[src/design/prefixed_number_token_parser_top_macros.svh]
// Assertion macros for the prefixed number token parser.
// Included by the top level; depends on i_clk and i_rst_n in the including scope.
`ifndef PREFIXED_NUMBER_TOKEN_PARSER_TOP_MACROS_SVH
`define PREFIXED_NUMBER_TOKEN_PARSER_TOP_MACROS_SVH

// Checks a property on every rising clock edge outside of reset.
`define PNTP_ASSERT(lbl, prop, msg) \
    lbl: assert property (@(posedge i_clk) disable iff (!i_rst_n) prop) else $error(msg);

// Checks that a condition never holds outside of reset.
`define PNTP_NEVER(lbl, cond, msg) \
    `PNTP_ASSERT(lbl, !(cond), msg)

`endif

[src/design/pntp_pkg.sv]
// Shared types, constants and helper functions for the prefixed number token parser.
// Used by the top level, pntp_step and pntp_result; depends on nothing.
package pntp_pkg;

    localparam int RESULT_WIDTH_DEF = 32;
    localparam int ACCUM_WIDTH_DEF  = 64;
    localparam int MAX_WIDTH        = 64;

    // Configuration register indexes.
    localparam int CFG_INDEX_WIDTH = 1;
    localparam logic [CFG_INDEX_WIDTH-1:0] CFG_DEFAULT_BASE = 1'b0;
    localparam logic [CFG_INDEX_WIDTH-1:0] CFG_OVERFLOW_SAT = 1'b1;
    localparam int CFG_DATA_WIDTH = 6;

    localparam logic [5:0] BASE_RESET     = 6'd10;
    localparam logic [5:0] BASE_MIN       = 6'd2;
    localparam logic [5:0] BASE_MAX       = 6'd36;
    localparam logic [5:0] BASE_HEX_LIMIT = 6'd33;
    localparam logic [5:0] BASE_DEC       = 6'd10;
    localparam logic [5:0] BASE_BIN       = 6'd2;
    localparam logic [5:0] BASE_HEX       = 6'd16;

    // Parse phases of the word grammar.
    localparam logic [2:0] PH_START  = 3'd0;
    localparam logic [2:0] PH_PREFIX = 3'd1;
    localparam logic [2:0] PH_ZERO   = 3'd2;
    localparam logic [2:0] PH_DIGITS = 3'd3;
    localparam logic [2:0] PH_QCHAR  = 3'd4;
    localparam logic [2:0] PH_QCLOSE = 3'd5;
    localparam logic [2:0] PH_QDONE  = 3'd6;

    localparam logic [2:0] POS_MAX = 3'd7;

    // Character codes with a meaning in the grammar.
    localparam logic [7:0] CH_MINUS   = 8'h2D;
    localparam logic [7:0] CH_PLUS    = 8'h2B;
    localparam logic [7:0] CH_AMP     = 8'h26;
    localparam logic [7:0] CH_HASH    = 8'h23;
    localparam logic [7:0] CH_LOWER_B = 8'h62;
    localparam logic [7:0] CH_PERCENT = 8'h25;
    localparam logic [7:0] CH_LOWER_H = 8'h68;
    localparam logic [7:0] CH_DOLLAR  = 8'h24;
    localparam logic [7:0] CH_QUOTE   = 8'h27;
    localparam logic [7:0] CH_ZERO    = 8'h30;
    localparam logic [7:0] CH_NINE    = 8'h39;
    localparam logic [7:0] CH_LOWER_X = 8'h78;
    localparam logic [7:0] CH_LOWER_A = 8'h61;
    localparam logic [7:0] CH_LOWER_Z = 8'h7A;
    localparam logic [7:0] CH_UPPER_A = 8'h41;
    localparam logic [7:0] CH_UPPER_Z = 8'h5A;

    // Word state apart from the accumulator.
    typedef struct packed {
        logic [2:0] pos;
        logic [2:0] phase;
        logic       minus;
        logic [5:0] base;
        logic       ovf;
        logic       digit_seen;
        logic       invalid;
        logic [7:0] qchar;
    } t_ctrl;

    typedef struct packed {
        logic       valid;
        logic [5:0] value;
    } t_digit;

    localparam t_ctrl CTRL_RESET = '{
        pos: 3'd0, phase: PH_START, minus: 1'b0, base: BASE_RESET,
        ovf: 1'b0, digit_seen: 1'b0, invalid: 1'b0, qchar: 8'd0
    };

    function automatic logic [5:0] clamp_base(input logic [5:0] b);
        logic [5:0] r;
        r = b;
        if (b < BASE_MIN) r = BASE_MIN;
        if (b > BASE_MAX) r = BASE_MAX;
        return r;
    endfunction

    // Digit value of a character; letters of either case count 10 to 35.
    function automatic t_digit digit_of(input logic [7:0] c);
        t_digit d;
        d.valid = 1'b1;
        d.value = 6'd0;
        if (c >= CH_ZERO && c <= CH_NINE) begin
            d.value = 6'(c - CH_ZERO);
        end else if (c >= CH_LOWER_A && c <= CH_LOWER_Z) begin
            d.value = 6'(c - CH_LOWER_A) + 6'd10;
        end else if (c >= CH_UPPER_A && c <= CH_UPPER_Z) begin
            d.value = 6'(c - CH_UPPER_A) + 6'd10;
        end else begin
            d.valid = 1'b0;
        end
        return d;
    endfunction

endpackage

[src/design/prefixed_number_token_parser_top.sv]
// Top level of the prefixed number token parser: handshakes, registers and config port.
// Depends on pntp_pkg, pntp_step, pntp_result and the assertion macro header.
//
// The parser takes a word one character per item on the slave stream, tlast marking the
// final character, and returns one result item per word on the master stream: tuser says
// whether the word is a number and tdata carries its value in two's complement. A word may
// open with + or -, then a base prefix (& or # decimal, b or % binary, h, $ or 0x hex, the
// hex forms rejected when the default base is 33 or more), then digits in the active base
// with letters of either case. An unsigned word may instead be a quote, one character and
// an optional closing quote, giving that byte. Digits build up in an ACCUM_WIDTH-bit
// accumulator; on overflow the word is rejected, or, with the saturate register set, takes
// the signed maximum or minimum cut to RESULT_WIDTH bits. One character is accepted every
// clock cycle with no bubbles between words, unless a final character waits for the output
// register. Each character passes an input register and then the next-state logic, whose
// longest path is the accumulator multiply-add (ACCUM_WIDTH by 6 bits plus the digit)
// followed by the sign negation of the result; a word's result is loaded into the output
// register when its last character leaves the input register, or later while an earlier
// result still waits there. The output register frees for the next word as soon as
// its item is taken, and intermediate characters keep flowing while a result waits.
// Configuration writes are taken at any time, one per cycle, and are meant to be made while
// no word is in flight.
module prefixed_number_token_parser_top #(
    parameter int RESULT_WIDTH = pntp_pkg::RESULT_WIDTH_DEF,
    parameter int ACCUM_WIDTH  = pntp_pkg::ACCUM_WIDTH_DEF
) (
    input  logic                                 i_clk,
    input  logic                                 i_rst_n,
    // Character stream.
    input  logic                                 i_s_tvalid,
    output logic                                 o_s_tready,
    input  logic [7:0]                           i_s_tdata,    // [7:0] char_code
    input  logic                                 i_s_tlast,    // last_char
    // Result stream.
    output logic                                 o_m_tvalid,
    input  logic                                 i_m_tready,
    output logic [((RESULT_WIDTH+7)/8)*8-1:0]    o_m_tdata,    // value, zero padded
    output logic [0:0]                           o_m_tuser,    // [0] is_number
    // Configuration writes.
    input  logic                                 i_cfg_valid,
    output logic                                 o_cfg_ready,
    input  logic [pntp_pkg::CFG_INDEX_WIDTH-1:0] i_cfg_index,
    input  logic [pntp_pkg::CFG_DATA_WIDTH-1:0]  i_cfg_data
);

    localparam int OUT_TDATA_W = ((RESULT_WIDTH + 7) / 8) * 8;

    // Configuration registers.
    logic [5:0] r_dflt_base;
    logic       r_sat;

    // Input register.
    logic       r_in_valid;
    logic [7:0] r_in_char;
    logic       r_in_last;

    // Word state.
    pntp_pkg::t_ctrl        r_st;
    pntp_pkg::t_ctrl        n_st;
    logic [ACCUM_WIDTH-1:0] r_acc;
    logic [ACCUM_WIDTH-1:0] n_acc;

    // Output register.
    logic                    r_out_valid;
    logic                    r_out_ok;
    logic [RESULT_WIDTH-1:0] r_out_value;
    logic                    n_ok;
    logic [RESULT_WIDTH-1:0] n_value;

    logic out_free;
    logic step_fire;

    // A character that ends a word needs the output register; any other one always moves.
    assign out_free   = !r_out_valid || i_m_tready;
    assign step_fire  = r_in_valid && (!r_in_last || out_free);
    assign o_s_tready = !r_in_valid || step_fire;

    assign o_cfg_ready = 1'b1;

    assign o_m_tvalid = r_out_valid;
    assign o_m_tdata  = OUT_TDATA_W'(r_out_value);
    assign o_m_tuser  = r_out_ok;

    pntp_step #(.AW(ACCUM_WIDTH)) u_step (
        .i_char      (r_in_char),
        .i_st        (r_st),
        .i_acc       (r_acc),
        .i_dflt_base (r_dflt_base),
        .o_st        (n_st),
        .o_acc       (n_acc)
    );

    pntp_result #(.RW(RESULT_WIDTH), .AW(ACCUM_WIDTH)) u_result (
        .i_st    (n_st),
        .i_acc   (n_acc),
        .i_sat   (r_sat),
        .o_ok    (n_ok),
        .o_value (n_value)
    );

    always_ff @(posedge i_clk) begin
        if (!i_rst_n) begin
            r_dflt_base <= pntp_pkg::BASE_RESET;
            r_sat       <= 1'b0;
        end else if (i_cfg_valid && o_cfg_ready) begin
            case (i_cfg_index)
                pntp_pkg::CFG_DEFAULT_BASE: r_dflt_base <= i_cfg_data;
                pntp_pkg::CFG_OVERFLOW_SAT: r_sat       <= i_cfg_data[0];
                default: ;
            endcase
        end
    end

    always_ff @(posedge i_clk) begin
        if (!i_rst_n) begin
            r_in_valid <= 1'b0;
        end else if (o_s_tready) begin
            r_in_valid <= i_s_tvalid;
        end
    end

    always_ff @(posedge i_clk) begin
        if (i_s_tvalid && o_s_tready) begin
            r_in_char <= i_s_tdata;
            r_in_last <= i_s_tlast;
        end
    end

    // The word state returns to its start values after each final character.
    always_ff @(posedge i_clk) begin
        if (!i_rst_n) begin
            r_st  <= pntp_pkg::CTRL_RESET;
            r_acc <= '0;
        end else if (step_fire) begin
            if (r_in_last) begin
                r_st  <= pntp_pkg::CTRL_RESET;
                r_acc <= '0;
            end else begin
                r_st  <= n_st;
                r_acc <= n_acc;
            end
        end
    end

    always_ff @(posedge i_clk) begin
        if (!i_rst_n) begin
            r_out_valid <= 1'b0;
        end else if (step_fire && r_in_last) begin
            r_out_valid <= 1'b1;
        end else if (i_m_tready) begin
            r_out_valid <= 1'b0;
        end
    end

    always_ff @(posedge i_clk) begin
        if (step_fire && r_in_last) begin
            r_out_ok    <= n_ok;
            r_out_value <= n_value;
        end
    end

`include "prefixed_number_token_parser_top_macros.svh"

    `PNTP_ASSERT(a_last_gives_result,
        step_fire && r_in_last |=> r_out_valid,
        "final character gave no result")
    `PNTP_ASSERT(a_result_from_last,
        $rose(r_out_valid) |-> $past(step_fire && r_in_last),
        "result without final character")
    `PNTP_NEVER(a_reject_is_zero,
        r_out_valid && !r_out_ok && r_out_value != '0,
        "rejected word carries a value")
    `PNTP_ASSERT(a_word_restarts,
        step_fire && r_in_last |=> r_st.phase == pntp_pkg::PH_START && r_st.pos == 3'd0,
        "word state not cleared")

endmodule

[src/design/pntp_mac.sv]
// Accumulator multiply-add: acc * base + digit, with a flag when the result leaves AW bits.
// Depends on nothing beyond its parameter.
module pntp_mac #(
    parameter int AW = 64
) (
    input  logic [AW-1:0] i_acc,
    input  logic [5:0]    i_base,
    input  logic [5:0]    i_digit,
    output logic [AW-1:0] o_sum,
    output logic          o_ovf
);

    logic [AW+5:0] prod;
    logic [AW+5:0] sum;

    // The product of an AW-bit value and a base of at most 36 fits in AW+6 bits.
    assign prod  = {6'd0, i_acc} * {{AW{1'b0}}, i_base};
    assign sum   = prod + {{AW{1'b0}}, i_digit};
    assign o_sum = sum[AW-1:0];
    assign o_ovf = |sum[AW+5:AW];

endmodule

[src/design/pntp_step.sv]
// Next-state logic for one character of a word: grammar, base prefixes and digit accumulation.
// Depends on pntp_pkg and pntp_mac.
module pntp_step #(
    parameter int AW = 64
) (
    input  logic [7:0]           i_char,
    input  pntp_pkg::t_ctrl      i_st,
    input  logic [AW-1:0]        i_acc,
    input  logic [5:0]           i_dflt_base,
    output pntp_pkg::t_ctrl      o_st,
    output logic [AW-1:0]        o_acc
);

    logic [5:0]       clamped;
    logic [5:0]       base_eff;
    pntp_pkg::t_digit dig;
    logic [AW-1:0]    mac_sum;
    logic             mac_ovf;
    logic             take;
    logic             zero_after;
    logic             dig_bad;

    assign clamped  = pntp_pkg::clamp_base(i_dflt_base);
    // The base is latched from the register on the first character of a word.
    assign base_eff = (i_st.phase == pntp_pkg::PH_START) ? clamped : i_st.base;
    assign dig      = pntp_pkg::digit_of(i_char);
    assign dig_bad  = !dig.valid || (dig.value >= base_eff);

    pntp_mac #(.AW(AW)) u_mac (
        .i_acc   (i_acc),
        .i_base  (base_eff),
        .i_digit (dig.value),
        .o_sum   (mac_sum),
        .o_ovf   (mac_ovf)
    );

    always_comb begin
        logic prefix;
        o_st       = i_st;
        o_acc      = i_acc;
        o_st.base  = base_eff;
        take       = 1'b0;
        zero_after = 1'b0;
        prefix     = 1'b0;

        case (i_st.phase)
            pntp_pkg::PH_START: begin
                if (i_char == pntp_pkg::CH_MINUS) begin
                    o_st.minus = 1'b1;
                    o_st.phase = pntp_pkg::PH_PREFIX;
                end else if (i_char == pntp_pkg::CH_PLUS) begin
                    o_st.phase = pntp_pkg::PH_PREFIX;
                end else begin
                    prefix = 1'b1;
                end
            end
            pntp_pkg::PH_PREFIX: begin
                prefix = 1'b1;
            end
            pntp_pkg::PH_ZERO: begin
                if (i_char == pntp_pkg::CH_LOWER_X) begin
                    o_st.phase = pntp_pkg::PH_DIGITS;
                    if (clamped >= pntp_pkg::BASE_HEX_LIMIT) begin
                        o_st.invalid = 1'b1;
                    end else begin
                        o_st.base       = pntp_pkg::BASE_HEX;
                        o_acc           = '0;
                        o_st.digit_seen = 1'b0;
                    end
                end else begin
                    take = 1'b1;
                end
            end
            pntp_pkg::PH_DIGITS: begin
                take = 1'b1;
            end
            pntp_pkg::PH_QCHAR: begin
                o_st.qchar = i_char;
                o_st.phase = pntp_pkg::PH_QCLOSE;
            end
            pntp_pkg::PH_QCLOSE: begin
                if (i_char == pntp_pkg::CH_QUOTE) begin
                    o_st.phase = pntp_pkg::PH_QDONE;
                end else begin
                    o_st.invalid = 1'b1;
                end
            end
            default: begin
                o_st.invalid = 1'b1;
            end
        endcase

        // The character right after an optional sign may select the base.
        if (prefix) begin
            o_st.phase = pntp_pkg::PH_DIGITS;
            case (i_char)
                pntp_pkg::CH_AMP, pntp_pkg::CH_HASH: begin
                    o_st.base = pntp_pkg::BASE_DEC;
                end
                pntp_pkg::CH_LOWER_B, pntp_pkg::CH_PERCENT: begin
                    o_st.base = pntp_pkg::BASE_BIN;
                end
                pntp_pkg::CH_LOWER_H, pntp_pkg::CH_DOLLAR: begin
                    if (clamped >= pntp_pkg::BASE_HEX_LIMIT) begin
                        o_st.invalid = 1'b1;
                    end else begin
                        o_st.base = pntp_pkg::BASE_HEX;
                    end
                end
                pntp_pkg::CH_QUOTE: begin
                    if (i_st.minus || i_st.pos != 3'd0) begin
                        o_st.invalid = 1'b1;
                    end else begin
                        o_st.phase = pntp_pkg::PH_QCHAR;
                    end
                end
                pntp_pkg::CH_ZERO: begin
                    take       = 1'b1;
                    zero_after = 1'b1;
                end
                default: begin
                    take = 1'b1;
                end
            endcase
        end

        // Digit accumulation stops growing once the accumulator has overflowed.
        if (take) begin
            o_st.phase = zero_after ? pntp_pkg::PH_ZERO : pntp_pkg::PH_DIGITS;
            if (dig_bad) begin
                o_st.invalid = 1'b1;
            end else begin
                o_st.digit_seen = 1'b1;
                if (!i_st.ovf) begin
                    if (mac_ovf) begin
                        o_st.ovf = 1'b1;
                    end else begin
                        o_acc = mac_sum;
                    end
                end
            end
        end

        if (i_st.pos != pntp_pkg::POS_MAX) begin
            o_st.pos = i_st.pos + 3'd1;
        end
    end

endmodule

[src/design/pntp_result.sv]
// Forms the result of a finished word: number flag and signed, possibly saturated value.
// Depends on pntp_pkg.
module pntp_result #(
    parameter int RW = 32,
    parameter int AW = 64
) (
    input  pntp_pkg::t_ctrl i_st,
    input  logic [AW-1:0]   i_acc,
    input  logic            i_sat,
    output logic            o_ok,
    output logic [RW-1:0]   o_value
);

    logic [pntp_pkg::MAX_WIDTH-1:0] acc_ext;
    logic [pntp_pkg::MAX_WIDTH-1:0] top;
    logic [pntp_pkg::MAX_WIDTH-1:0] val;

    assign acc_ext = pntp_pkg::MAX_WIDTH'(i_acc);
    assign top     = pntp_pkg::MAX_WIDTH'(1) << (AW - 1);

    always_comb begin
        o_ok = 1'b0;
        val  = '0;
        if (!i_st.invalid) begin
            if (i_st.phase == pntp_pkg::PH_QCLOSE || i_st.phase == pntp_pkg::PH_QDONE) begin
                o_ok = 1'b1;
                val  = pntp_pkg::MAX_WIDTH'(i_st.qchar);
            end else if ((i_st.phase == pntp_pkg::PH_DIGITS
                          || i_st.phase == pntp_pkg::PH_ZERO) && i_st.digit_seen) begin
                if (!i_st.ovf) begin
                    o_ok = 1'b1;
                    val  = i_st.minus ? (pntp_pkg::MAX_WIDTH'(0) - acc_ext) : acc_ext;
                end else if (i_sat) begin
                    o_ok = 1'b1;
                    val  = i_st.minus ? top : (top - pntp_pkg::MAX_WIDTH'(1));
                end
            end
        end
        o_value = val[RW-1:0];
    end

endmodule
[config.mk]
export PLATFORM = sky130hd
export DESIGN_NAME = prefixed_number_token_parser_top
export DESIGN_NICKNAME = d
export VERILOG_FILES = /design/src/design/pntp_pkg.sv /design/src/design/prefixed_number_token_parser_top.sv /design/src/design/pntp_mac.sv /design/src/design/pntp_step.sv /design/src/design/pntp_result.sv
export VERILOG_INCLUDE_DIRS = /design/src /design/src/design
export SDC_FILE = /design/constraint.sdc
export NUM_CORES = 1
export LEC_CHECK = 0
export BUFFER_PORTS_ARGS = -buffer_cell sky130_fd_sc_hd__buf_4
export CORE_MARGIN = 4
export CORE_UTILIZATION = 55
export DETAILED_ROUTE_END_ITERATION = 8
export PLACE_DENSITY = 0.72
export SLEW_MARGIN = 15
export SYNTH_ARGS = -nofsm -noshare
export SYNTH_HDL_FRONTEND = slang
export SYNTH_SLANG_ARGS = --single-unit
[constraint.sdc]
create_clock -name i_clk -period 11.83 [get_ports i_clk]
set_input_delay 1.183 -clock i_clk [delete_from_list [all_inputs] [get_ports i_clk]]
set_output_delay 1.183 -clock i_clk [all_outputs]
set_load 0.005 [all_outputs]
==> results.toml, run 1 <==
[global_routing]
grt_pass1_vias = 18500
antenna_found_initial = 1
grt_pass1_wl_um = 103000
grt_max_degree = 87
track_usage_pct = 30.7
globalRouteOverflowTotal = 0

[synth]
synth_ff_type = "dfxtp_1"
synth_cell_types = 94
ys_ff_latch = 139
synth_edf_count = 42
synth_fp_nets = 2933
async_reset_ff_share_pct = 0
yosys_warnings = 0
synth_seq_area_share_pct = 15.0
avgSynthCellArea_um2 = 8.59
syn_area_um2 = 21400
syn_inst = 2495

[worst_setup_path]
crit_start = "r_st[20]"
cp.arrival_ps = 10070
startpoint_type = "flop"
critPathTopFamily = "compound AO/OA/AOI/OAI gates"
r2r-start = "r_st[20]"
r2r_end = "o_m_tdata[28]"
cp-end-kind = "flop"
cp_data_required_time_ps = 12030
regToRegSetupSlack_ps = 1960
max_stage_delay_ps = 860
rr_worst_depth = 30
crit_fanout = 34
critical_path_buf_inv_count = 4
cpMostUsedCell = "fa_1"
cp_slowest_cell = "a21oi_4"
critPathKind = "reg -> reg"

[route]
drt_wl_total_um = 64700
viasPerCell = 6.33
num_vias = 18700
drc = 0
drt_pass1_iterations = 6
wl_per_cell_um = 21.9
ant_nets = 0
drtIter0Drc = 1970

[clocking]
clock_sinks = 139
ctsResizeCount = 0
clock_path_buffers = 2
cts_setup_buffers = 0
h-tree-depth = 4
numCtsBuffers = 17
clock_latency_ps = 470
clkTransAtPathRegs_ps = 80
hold_buffers = 0
cts-root-buf = "clkbuf_16"
cts_tree = "built"

[sta]
finalCritPeriodShare_pct = 83.4
tns_ps = 0
min_period_ps = 9870
whs_ps = 500
finalHoldViolations = 0
fmax_mhz = 101
rsz0062_at_grt = "no"
finClkSkew_ps = 17.8
finalSetupViolations = 0
slew_viol_final = 0
worst_slew_pin_slew_ps = 1150
slew_headroom_pct = 22.9

[die]
dieArea_um2 = 42200
core_area_um2 = 38600
start_util_pct = 55.6
rows = 72
die_w_um = 205
ios = 57
dieHeight_um = 205

[cells_and_area]
nNetsFinal = 2865
drive_gt1_share_pct = 7.01
syn2layout_area_growth_pct = 5.77

[power]
p_leak_nw = 10.3
vdd_drop_max_mv = 0.0986
p_per_area_nw_per_um2 = 57.2
p_total_mw = 1.30

[job]
maxCapViolations = 0

[hold_path]
hp-class = "reg -> reg"
hold_depth = 2
min_from = "r_st[11]"
min_to = "r_st[11]"

[placement]
dpl.hpwl_um = 48100
io_buffer_count = 55
gp_congestion = 1.00

[run_status]
status = "complete, no violations"
==> placed cells by master (no fill, tap or decap), types with 13 or more instances in the layout <==
cell type	n
nand3_1	49
fa_1	252
nor3_1	34
inv_1	93
clkbuf_16	17
a31oi_1	17
a21o_1	21
nor2b_1	198
or3_1	33
mux2i_1	27
buf_4	78
o21ai_0	112
a22oi_1	55
nor4_1	13
dfxtp_1	97
edfxtp_1	42
nand2b_1	22
o211ai_1	19
and2_1	192
o31ai_1	15
xnor2_1	45
a21oi_1	179
nand4_1	40
o21ai_1	13
ha_1	165
nand2_1	190
o21a_1	13
nor2_1	170
xor2_1	43
==> registers in the layout, indices dropped and copies added, names as in the netlist <==
register     flops
o_m_tdata       32
o_m_tuser        1
o_m_tvalid       1
r_acc           64
r_dflt_base      6
r_in_char        8
r_in_last        1
r_in_valid       1
r_sat            1
r_st            24
==> where the power goes <==
| group | switching [mW] | total (mW) | leakage, nW | internal [mW] |
|---|---|---|---|---|
| sequential | 0.0107 | 0.508 | 1.18 | 0.497 |
| clock | 0.266 | 0.585 | 0.288 | 0.319 |
| combinational | 0.149 | 0.203 | 8.84 | 0.0541 |
==> cells in the mapped netlist, types with 5 or more instances <==
library cell	instances	area share, %
a211oi_1	9	0.32
a21o_1	21	0.74
a21oi_1	182	4.3
a221oi_1	7	0.29
a22oi_1	55	1.9
a31oi_1	17	0.50
a41oi_1	6	0.25
and2_1	192	5.6
and3_1	12	0.35
and4_1	6	0.25
buf_1	8	0.14
buf_2	24	0.56
buf_4	5	0.18
buf_6	6	0.32
clkbuf_1	123	2.2
dfxtp_1	97	9.1
edfxtp_1	42	5.9
fa_1	252	24
ha_1	165	9.6
inv_1	93	1.6
mux2_2	8	0.42
mux2i_1	28	1.3
nand2_1	194	3.4
nand2b_1	22	0.64
nand3_1	49	1.1
nand4_1	40	1.2
nor2_1	171	3.0
nor2b_1	198	5.8
nor3_1	36	0.84
nor3b_1	7	0.25
nor4_1	13	0.38
o211ai_1	19	0.67
o21a_1	13	0.46
o21ai_0	113	2.6
o21ai_1	12	0.28
o21bai_1	11	0.39
o221ai_1	7	0.29
o31ai_1	15	0.53
or2_2	11	0.32
or3_1	33	0.96
xnor2_1	45	1.8
xor2_1	43	1.8
==> area by class of cell <==
| type | count | area, um^2 |
|---|---|---|
| multi-input combinational | 2096 | 17200 |
| fill | 3521 | 15900 |
| sequential | 139 | 3200 |
| tap | 518 | 648 |
| timing repair buffer | 79 | 613 |
| clock buffer | 17 | 425 |
| inverter | 94 | 353 |
| clock inverter | 15 | 180 |
| antenna | 1 | 2.50 |
==> worst min-delay path: stages, from the launching register on <==
cell	delay [ps]
dfxtp_1	330
a21oi_1	60
nor2_1	70
==> cells by family after synthesis <==
family	synth area share, %
AO/OA/AOI/OAI	16.1
XOR/XNOR	3.60
adder cells (fa/ha/maj)	33.2
buffers and inverters	4.99
flip-flops	15.0
multiplexers	1.79
other	0.0175
AND/OR/NAND/NOR	25.4
==> through the flow <==
stage	setup WS, ps	util, %	instance area (um^2)	cells
final	1960	58.8	22700	2959
after detailed placement	2180	57.1	22000	2925
after global routing	1460	58.8	22700	2958
after CTS	2150	58.7	22600	2957
after floorplan	3320	-	21400	2495
after global placement	2450	57.1	22000	2925
==> worst max path at each step <==
stage / endpoint / slack, ps / cells past startpoint
after floorplan: o_m_tdata[28] / 3320 / 35
after global placement: o_m_tdata[28] / 2450 / 30
after detailed placement: o_m_tdata[28] / 2180 / 30
after CTS: o_m_tdata[28] / 2150 / 30
after global routing: o_m_tdata[28] / 1460 / 30
final: o_m_tdata[28] / 1960 / 30
==> layer usage <==
layer	track usage, %	wire (um)
met2	46.6	28800
met5	0	0
met1	45.2	28800
met3	5.25	5230
met4	9.09	1880
(Power assumes the default switching activity.)
==> inputs of run 2 (changes only) <==
Settings changed: ABC_AREA set to 1.
Clock period 11.83 ns to 9.5 ns, I/O delays scaled along.
==> results.toml, run 2 <==
[power]
p_leak_nw = 11.7
p_per_area_nw_per_um2 = 88.2
vdd_drop_max_mv = 0.150

[clocking]
numCtsBuffers = 17
h-tree-depth = 4
clock_latency_ps = 490
clkTransAtPathRegs_ps = 60
cts-root-buf = "clkbuf_16"
ctsResizeCount = 0
cts_tree = "built"
clock_path_buffers = 2
clock_sinks = 139
hold_buffers = 0
cts_setup_buffers = 0

[run_status]
status = "complete, no violations"

[synth]
synth_seq_area_share_pct = 15.0
synth_ff_type = "dfxtp_1"
async_reset_ff_share_pct = 0
synth_fp_nets = 3496
syn_area_um2 = 21400
yosys-top-cells-area = "fa_1 24%, nand2_1 12%, nor2_1 10%, ha_1 9.6%, dfxtp_1 9.1%"
synth_common_cells = "699 x nand2_1, 591 x nor2_1, 330 x inv_1, 252 x fa_1, 213 x a21oi_1"
yosys_warnings = 0
synth_cell_types = 59
synth_top_area_share_pct = 23.6
yosysTopAreaCell = "fa_1"
synth_edf_count = 42
avgSynthCellArea_um2 = 7.00
ys_ff_latch = 139
syn_inst = 3058
yosysMostFrequentCell = "nand2_1"

[cells_and_area]
largest-register = "r_acc"
n_antenna_cell = 0
largest_reg_flops = 64
syn2layout_area_growth_pct = 6.70
fill_cells = 3734
layout_common_cells = "698 x nand2_1, 590 x nor2_1, 330 x inv_1, 252 x fa_1, 213 x a21oi_1"
drive_gt1_share_pct = 7.65
final_common_cell = "nand2_1"
nNetsFinal = 3495

[global_routing]
grt_pass1_wl_um = 103000
antenna_found_initial = 0
grt_pass1_vias = 20300
grt_max_degree = 87
track_usage_pct = 30.6
globalRouteOverflowTotal = 0

[sta]
finalCritPeriodShare_pct = 91.8
finClkSkew_ps = 14.6
setup_ws_ps = 783
slew_headroom_pct = 27.8
tns_ps = 0
worst_slew_pin_slew_ps = 1080
rsz0062_at_grt = "no"
min_period_ps = 8720
slew_viol_final = 0
finalSetupViolations = 0
finalHoldViolations = 0
fmax_mhz = 115

[route]
drc = 0
drt_wl_total_um = 63100
drtIter0Drc = 1769
drt_pass1_iterations = 6
num_vias = 20300
viasPerCell = 5.65
ant_nets = 0
wl_per_cell_um = 17.6

[worst_setup_path]
critical_path_buf_inv_count = 7
cp.arrival_ps = 8950
max_stage_delay_ps = 650
crit_fanout = 32
cp_slowest_cell = "inv_2"
cp_data_required_time_ps = 9730
crit_start = "r_st[20]"
startpoint_type = "flop"
critPathTopFamily = "simple AND/OR/NAND/NOR gates"
cpMostUsedCell = "nand2_1"
r2r-start = "r_st[20]"
cp-end-kind = "flop"
critPathKind = "reg -> reg"

[die]
start_util_pct = 55.5
dieHeight_um = 205
ios = 57
dieArea_um2 = 42200
core_area_um2 = 38600
rows = 72
die_w_um = 205

[placement]
post-place-ws_ps = 990
dpl.hpwl_um = 50300
io_buffer_count = 55
gp_congestion = 0.991

[hold_path]
min_from = "r_st[1]"
hp-class = "reg -> reg"

[job]
maxCapViolations = 0
## run 2: cell count changes after synthesis, moves of 22 or more
cell and delta:
inv_1 +237, nor2_1 +420, nor2b_1 -198, and2_1 -186
nand3_1 +45, mux2i_1 -27, or3_1 -33, nand2_1 +505
nand2b_1 -22, clkbuf_1 -44, nand2_2 +32, a22oi_1 -55
inv_2 +41, a21oi_1 +31
## run 2: cell type report
| type | count | area, um^2 | area share [%] |
|---|---|---|---|
| repair buffers | 79 | 618 | 2.71 |
| multi-input cells | 2438 | 16400 | 71.7 |
| clock inverters | 10 | 92.6 | 0.405 |
| well taps | 518 | 648 | 2.84 |
| flip-flops and latches | 139 | 3200 | 14.0 |
| clock buffers | 22 | 464 | 2.03 |
| inverters | 382 | 1430 | 6.28 |
## run 2: path summary, 6_finish.rpt
| path | cells after the start | to | slack (ps) |
|---|---|---|---|
| hold reg to reg | 2 | r_st[1] | 460 |
| setup / recovery | 41 | o_m_tdata[26] | 780 |
| hold / removal | 2 | r_st[1] | 460 |
| setup reg to reg | 41 | o_m_tdata[26] | 780 |
## run 2: cell families after synthesis
family / Yosys count / synth area share [%]
flops: 139 / 15.0
other cells: 1 / 0.0175
simple gates: 1529 / 29.5
buf+inv: 481 / 8.61
compound gates: 426 / 11.1
xor+xnor: 64 / 2.62
mux: 1 / 0.0467
fa+ha+maj: 417 / 33.2
## run 2: through the flow
step	util [%]	area [um^2]	cells	power [mW]	hold slack (ps)
floorplan	-	21400	3058	1.15	437
global placement	57.8	22300	3556	1.34	449
detailed placement	57.8	22300	3556	1.35	456
CTS	59.3	22800	3588	2.02	465
finish	59.3	22800	3588	2.02	461
global route	59.3	22800	3588	2.13	482
## run 2: layer usage
layer	vias up	wire (um)	global-route usage, %
met5	-	0	0
met1	9693	26300	39.2
met4	0	1690	10.7
li1	9682	-	-
met3	130	4550	5.86
met2	766	30600	51.8
## run 2: where the power goes
| group | internal [mW] | leakage (nW) | switching [mW] |
|---|---|---|---|
| clock network | 0.372 | 0.265 | 0.293 |
| registers | 0.628 | 1.18 | 0.0136 |
| logic | 0.204 | 10.3 | 0.505 |
| total | 1.20 | 11.7 | 0.811 |
## run 2: worst min-delay path, cell delays in order, from the launching register on
cell and delay [ps]:
dfxtp_1 300, nand2_1 60, a21oi_1 60
